**config.mk**
```make
export PLATFORM = sky130hd
export DESIGN_NAME = oven_countdown_controller
export DESIGN_NICKNAME = d
export VERILOG_FILES = /design/src/rtl/ovc_pkg.sv /design/src/rtl/ovc_time_unit.sv /design/src/rtl/ovc_pass.sv /design/src/rtl/oven_countdown_controller.sv
export SDC_FILE = /design/constraint.sdc
export NUM_CORES = 1
export LEC_CHECK = 0
export CELL_PAD_IN_SITES_DETAIL_PLACEMENT = 0
export CELL_PAD_IN_SITES_GLOBAL_PLACEMENT = 1
export CORE_ASPECT_RATIO = 1.4
export CORE_UTILIZATION = 45
export CTS_CLUSTER_SIZE = 10
export DETAILED_ROUTE_END_ITERATION = 12
export DONT_BUFFER_PORTS = 1
export MAX_ROUTING_LAYER = met4
export PLACE_DENSITY = 0.74
export SETUP_SLACK_MARGIN = 0.4
export SLEW_MARGIN = 20
export SYNTH_ARGS = -nofsm -noshare
export SYNTH_HDL_FRONTEND = slang
export SYNTH_SLANG_ARGS = --single-unit
export TNS_END_PERCENT = 50
```
**constraint.sdc**
```tcl
create_clock -name aclk -period 10.6 [get_ports aclk]
set_clock_uncertainty 0.05 [all_clocks]
set_input_delay 2.12 -clock aclk [delete_from_list [all_inputs] [get_ports aclk]]
set_output_delay 2.12 -clock aclk [all_outputs]
set_load 0.02 [all_outputs]
```
**src/rtl/ovc_pkg.sv**
```systemverilog
`default_nettype none

package ovc_pkg;

    // Key codes (ASCII)
    localparam logic [7:0] KEY_START = 8'h73;  // 's'
    localparam logic [7:0] KEY_HALT  = 8'h68;  // 'h'
    localparam logic [7:0] KEY_ZERO  = 8'h30;  // '0'
    localparam logic [7:0] KEY_NINE  = 8'h39;  // '9'

    // Reset values
    localparam logic [15:0] TIME_RESET = 16'd90;
    localparam logic [7:0]  STEP_RESET = 8'd3;
    localparam logic [7:0]  TICK_MAX   = 8'hFF;

    // mm:ss step down: xx00 -> (xx-1)59 is a drop of 41
    localparam logic [15:0] MINUTE_BORROW = 16'd41;

    // floor(t / 100) = (t * DIV100_MUL) >> DIV100_SHIFT for any 16-bit t
    localparam logic [16:0] DIV100_MUL   = 17'd83887;
    localparam int          DIV100_SHIFT = 23;

    typedef enum logic {
        MODE_IDLE = 1'b0,
        MODE_HEAT = 1'b1
    } ovc_mode_t;

    // One scheduler pass worth of inputs
    typedef struct packed {
        logic       tick;
        logic [7:0] key_code;
        logic       door_closed;
        logic       weight_present;
    } ovc_item_t;

    // Controller state; everything but tick_count is shown on the result port
    typedef struct packed {
        ovc_mode_t   mode;
        logic [15:0] time_left;
        logic [7:0]  tick_count;
        logic        end_flag;
        logic        drive_state;
    } ovc_state_t;

endpackage

`default_nettype wire

```
**src/rtl/ovc_time_unit.sv**
```systemverilog
`default_nettype none

module ovc_time_unit (
    input  wire logic [15:0] time_in,
    input  wire logic [3:0]  digit,
    output logic [15:0]      time_shift,
    output logic [15:0]      time_dec
);
    import ovc_pkg::*;

    logic [32:0] div_prod;
    logic [9:0]  quot;
    logic [16:0] quot_x100;
    logic        rem_zero;

    // Digit entry: time * 10 + d, wrapping at 16 bits
    assign time_shift = (time_in << 3) + (time_in << 1) + {12'd0, digit};

    // Seconds field zero test via reciprocal multiply, then q*100 by shifts
    assign div_prod  = {17'd0, time_in} * {16'd0, DIV100_MUL};
    assign quot      = div_prod[DIV100_SHIFT +: 10];
    assign quot_x100 = ({7'd0, quot} << 6) + ({7'd0, quot} << 5) + ({7'd0, quot} << 2);
    assign rem_zero  = (quot_x100[15:0] == time_in);

    // mm:ss decrement; caller only uses it for nonzero time
    assign time_dec = rem_zero ? (time_in - MINUTE_BORROW) : (time_in - 16'd1);

endmodule

`default_nettype wire

```
**src/rtl/ovc_pass.sv**
```systemverilog
`default_nettype none

module ovc_pass (
    input  wire ovc_pkg::ovc_state_t state_in,
    input  wire ovc_pkg::ovc_item_t  item,
    input  wire logic [7:0]          ticks_per_step,
    output ovc_pkg::ovc_state_t      state_out
);
    import ovc_pkg::*;

    logic [15:0] time_shift;
    logic [15:0] time_dec;
    logic [7:0]  tick_cnt;
    logic        is_digit;
    logic        interlock_ok;

    ovc_time_unit u_time (
        .time_in    (state_in.time_left),
        .digit      (item.key_code[3:0]),
        .time_shift (time_shift),
        .time_dec   (time_dec)
    );

    assign is_digit     = (item.key_code >= KEY_ZERO) && (item.key_code <= KEY_NINE);
    assign interlock_ok = item.door_closed && item.weight_present;

    // Saturating tick count
    assign tick_cnt = (item.tick && (state_in.tick_count != TICK_MAX)) ?
                      state_in.tick_count + 8'd1 : state_in.tick_count;

    // One pass of the controller
    always_comb begin
        state_out            = state_in;
        state_out.tick_count = tick_cnt;

        if (tick_cnt != 8'd0) begin
            if (state_in.mode == MODE_IDLE) begin
                if (item.key_code == KEY_START) begin
                    if (interlock_ok && (state_in.time_left != 16'd0)) begin
                        state_out.mode        = MODE_HEAT;
                        state_out.end_flag    = 1'b0;
                        state_out.drive_state = 1'b1;
                    end
                end else if (item.key_code == KEY_HALT) begin
                    state_out.end_flag  = 1'b0;
                    state_out.time_left = 16'd0;
                end else if (is_digit) begin
                    state_out.end_flag  = 1'b0;
                    state_out.time_left = time_shift;
                end
            end else begin
                // countdown step
                if (tick_cnt >= ticks_per_step) begin
                    state_out.tick_count = 8'd0;
                    if (state_in.time_left == 16'd0) begin
                        state_out.drive_state = 1'b0;
                        state_out.end_flag    = 1'b1;
                    end else begin
                        state_out.time_left = time_dec;
                    end
                end
                if (item.key_code == KEY_HALT) begin
                    state_out.mode        = MODE_IDLE;
                    state_out.drive_state = 1'b0;
                end
            end
        end

        // Door or load interlock drops back to idle
        if ((state_out.mode == MODE_HEAT) && !interlock_ok) begin
            state_out.mode        = MODE_IDLE;
            state_out.drive_state = 1'b0;
        end
    end

endmodule

`default_nettype wire

```
**src/rtl/oven_countdown_controller.sv**
```systemverilog
// s_ beats go through the input register, then the state register, to m_.
// Throughput: one beat per cycle; s_ready stays high while the result register
// is empty or being drained, so the pass logic never waits on itself.
// Reset (aresetn low, synchronous): idle, time 90, tick count 0, end flag and
// drive off, ticks_per_step 3, both channels empty.
`default_nettype none

module oven_countdown_controller (
    input  wire logic        aclk,
    input  wire logic        aresetn,
    // configuration
    input  wire logic        cfg_wr_en,
    input  wire logic [7:0]  cfg_wr_data,
    // input channel
    input  wire logic        s_valid,
    output logic             s_ready,
    input  wire logic        s_tick,
    input  wire logic [7:0]  s_key_code,
    input  wire logic        s_door_closed,
    input  wire logic        s_weight_present,
    // result channel
    output logic             m_valid,
    input  wire logic        m_ready,
    output logic             m_drive_on,
    output logic             m_heating,
    output logic [15:0]      m_remaining_time,
    output logic             m_show_end
);
    import ovc_pkg::*;

    logic       in_valid_reg;
    ovc_item_t  in_item_reg;
    logic       out_valid_reg;
    logic       out_valid_next;
    ovc_state_t state_reg;
    ovc_state_t state_next;
    logic [7:0] tps_reg;
    logic       pass_fire;

    // A pass runs when an item waits and the result register is free
    assign pass_fire = in_valid_reg && (!out_valid_reg || m_ready);
    assign s_ready   = !in_valid_reg || pass_fire;

    ovc_pass u_pass (
        .state_in       (state_reg),
        .item           (in_item_reg),
        .ticks_per_step (tps_reg),
        .state_out      (state_next)
    );

    // Config register
    always_ff @(posedge aclk) begin
        if (!aresetn) begin
            tps_reg <= STEP_RESET;
        end else if (cfg_wr_en) begin
            tps_reg <= cfg_wr_data;
        end
    end

    // Input register
    always_ff @(posedge aclk) begin
        if (!aresetn) begin
            in_valid_reg <= 1'b0;
        end else if (s_ready) begin
            in_valid_reg <= s_valid;
        end
    end

    always_ff @(posedge aclk) begin
        if (s_valid && s_ready) begin
            in_item_reg <= '{tick:           s_tick,
                             key_code:       s_key_code,
                             door_closed:    s_door_closed,
                             weight_present: s_weight_present};
        end
    end

    // State doubles as the result payload: it only moves on a pass, which
    // only happens once the previous result beat is gone
    always_comb begin
        out_valid_next = out_valid_reg;
        if (pass_fire) begin
            out_valid_next = 1'b1;
        end else if (m_ready) begin
            out_valid_next = 1'b0;
        end
    end

    always_ff @(posedge aclk) begin
        if (!aresetn) begin
            out_valid_reg <= 1'b0;
            state_reg     <= '{mode:        MODE_IDLE,
                               time_left:   TIME_RESET,
                               tick_count:  8'd0,
                               end_flag:    1'b0,
                               drive_state: 1'b0};
        end else begin
            out_valid_reg <= out_valid_next;
            if (pass_fire) begin
                state_reg <= state_next;
            end
        end
    end

    assign m_valid          = out_valid_reg;
    assign m_drive_on       = state_reg.drive_state;
    assign m_heating        = (state_reg.mode == MODE_HEAT);
    assign m_remaining_time = state_reg.time_left;
    assign m_show_end       = state_reg.end_flag;

endmodule

`default_nettype wire

```
==> run summary <==
Hold path depth - 2
Largest area contributor in the netlist - ha_1
Yosys cell types - 73
Maximum number of pins on one net before global-route repair - 39
Multi-input logic area - 7527 sq um
Warnings, synthesis - 0
Post-Place Cell Area - 9667 sq um
Hold WC Path Type - reg2reg
Sw Share - 28.05%
DRT iter0 DRCs - 205
CTS tree - done
Hpwl dp - 19290 um
Worst setup startpoint - m_remaining_time[4]
Syn_area_per_cell - 9.133 sq um
HP Start - tps_reg[0]
Leak Pwr - 5.243 nW
Number of global-route vias before repair - 7108
Final hold violations - 0
Core area - 20000 sq um
Fin worst setup slack - 0.7154 ns
Max-cap violations - 0
Fmax achieved - 0.1012 GHz
CP Max Fanout - 8
RSZ-0062 raised after global routing - yes
First-pass GRT wire length - 35760 um
Root buffer cell - clkbuf_16
Most common cell in the netlist - inv_1
Logic pwr share - 21.8%
Synth area leaders - ha_1 26%, fa_1 23%, inv_1 8.8%
CP peak stage delay - 0.55 ns
Final ANT Viol Nets - 0
TritonRoute pass-1 iters - 4
Port buffer count - 0
WL per Instance - 17.55 um
Worst path most repeated cell - fa_1
Ports - 45
Period minus WS final - 9.885 ns
Worst-path clk slew - 0.07 ns
Mapped Cells - 1011
WL final - 22670 um
Register share of total power - 40.2%
Syn_nets - 1328
Final core utilization - 52.09%
Setup-failing EPs final - 0
Post-Syn Area - 9234 sq um
Routed vias/inst - 5.339
Outcome - complete, no violations
FF+latch count, synth - 48
CP required - 10.76 ns
Share of the synthesized area in the top cell type - 25.61%
Critical Path Stages - 43
Slowest stage cell, crit path - fa_1
Die height - 171.5 um
Storage cell area - 1111 sq um
FP Rows - 61
Residual DRC - 0
Via count - 6898
VDD IR-drop max - 77.67 uV
N_diodes - 0
Post-synthesis async set-or-reset flop share - 0%
CP bufs+invs - 7
Predominant post-synthesis flop cell - dfxtp_1
Crit-path leading delay family - adder cells
Worst setup EP type - flip-flop
CTS sink cnt - 48
Critical Path AT - 10.05 ns
Pint - 0.3482 mW
Register-to-Register Path Depth - 43
Global Route Usage Sum - 22.95%
FILL cells - 1916
Power per cell area - 46.46 nW/um^2
Slew margin rel. - 35.01%
Tightest Pin Transition - 0.9726 ns
Fraction of layout cells with a size suffix above 1 - 15.77%
Crit Reg-Reg Startpoint - m_remaining_time[4]
Final slew viol count - 0
Clk_lat worst skew - 0.29 ns
Synth top cells by count - 216 x inv_1, 189 x ha_1, 104 x fa_1
Post-Layout Inst Area - 10420 sq um
Total grt overflow - 0
Synth-to-layout area growth - 12.80%
Max reg flops - 16
H-tree depth - 2
Clock power frac - 38.0%
Sequential cell area fraction in the yosys report - 11.60%
Antenna violations before repair - 0
Total CTS buffers - 5
Pre-CTS setup slack - -0.4594 ns
Post-synth EDFFs - 11
Fin crit share - 93.25%
Startpoint Class - flip-flop
Nets - 1356
Starting Density - 46.18%
Switching Power - 0.1358 mW
Placer Congestion - 0.9215
Area of the die - 21100 sq um
CP Class - reg2reg
CTS max path bufs - 2
Die width - 123.1 um
[metrics by stage]
step	TNS, ns	instances	hold slack (ns)	power [mW]
3_3_place_gp	-2.138	1275	0.4267	0.2912
6_report	0	1292	0.4386	0.4839
5_1_grt	0	1292	0.4857	0.5091
4_1_cts	0	1285	0.4494	0.4764
2_1_floorplan	0	1011	0.3988	0.2706
3_5_place_dp	-2.408	1275	0.4345	0.2911
[layer usage]
metal  up-vias  global-route usage (%)  wire [um]
li1       3380                       -          -
met5         -                       -          0
met1      3338                   24.60       8662
met3        51                   1.824        628
met4         0                   10.37       1221
met2       129                   42.43      12160
[power groups by stage]
stage | Clock (mW) | Combinational (mW) | Sequential (mW)
after floorplan | 0 | 0.0710 | 0.200
after global placement | 0 | 0.0903 | 0.201
after detailed placement | 0 | 0.0901 | 0.201
after CTS | 0.187 | 0.0922 | 0.197
after global routing | 0.193 | 0.120 | 0.195
final | 0.184 | 0.105 | 0.195
[final timing paths]
kind	endpoint	slack, ns
min	tps_reg[0]	0.44
min reg2reg	tps_reg[0]	0.44
max reg2reg	m_remaining_time[15]	0.72
max	m_remaining_time[15]	0.72
[worst register-to-register path: cells and delay by family, from the launching register on]
kind	cells	cell delay (ns)
AOI/OAI and AO/OA	14	2.87
DFF	1	0.39
and+or+nand+nor	11	1.59
buffers and inverters	7	0.64
adders and majority gates	10	4.11
xor gates and xnor gates	1	0.16
[cell families after synthesis]
logic type	after synthesis	share of synthesized area [%]
adder cells (fa/ha/maj)	293	48.16
buffers and inverters	254	11.53
AND/OR/NAND/NOR	201	11.40
AO/OA/AOI/OAI	155	11.50
XOR/XNOR	51	4.837
flip-flops	48	11.60
multiplexers	9	0.9756
[layout by cell type, fill, tap and decap left out, types with 11 or more instances in the layout]
cell,n
nand2_1,50
nor2b_1,23
nor2_1,33
ha_4,14
o21a_1,12
o21ai_0,31
inv_1,201
xnor2_1,31
ha_1,174
fa_1,94
dfxtp_1,23
a21oi_1,28
xor2_1,14
nand3_1,11
nor3_1,11
inv_2,13
buf_4,52
edfxtp_1,11
[timing repair]
item,CTS,global route
pin swaps,7,65
hold buffers,0,0
setup buffers,2,7
cloned,0,0
endpoints found under the setup margin,13,12
gates resized for setup,29,95
[final cells by class]
| cell class | instances | share of cell area [%] |
|---|---|---|
| multi-input cells | 709 | 72.26 |
| inverters | 217 | 7.916 |
| flip-flops and latches | 48 | 10.67 |
| clock buffers | 5 | 1.201 |
| clock inverters | 3 | 0.4084 |
| repair buffers | 58 | 4.517 |
| well taps | 252 | 3.027 |
Note: power is estimated with default switching activity, not from simulation.
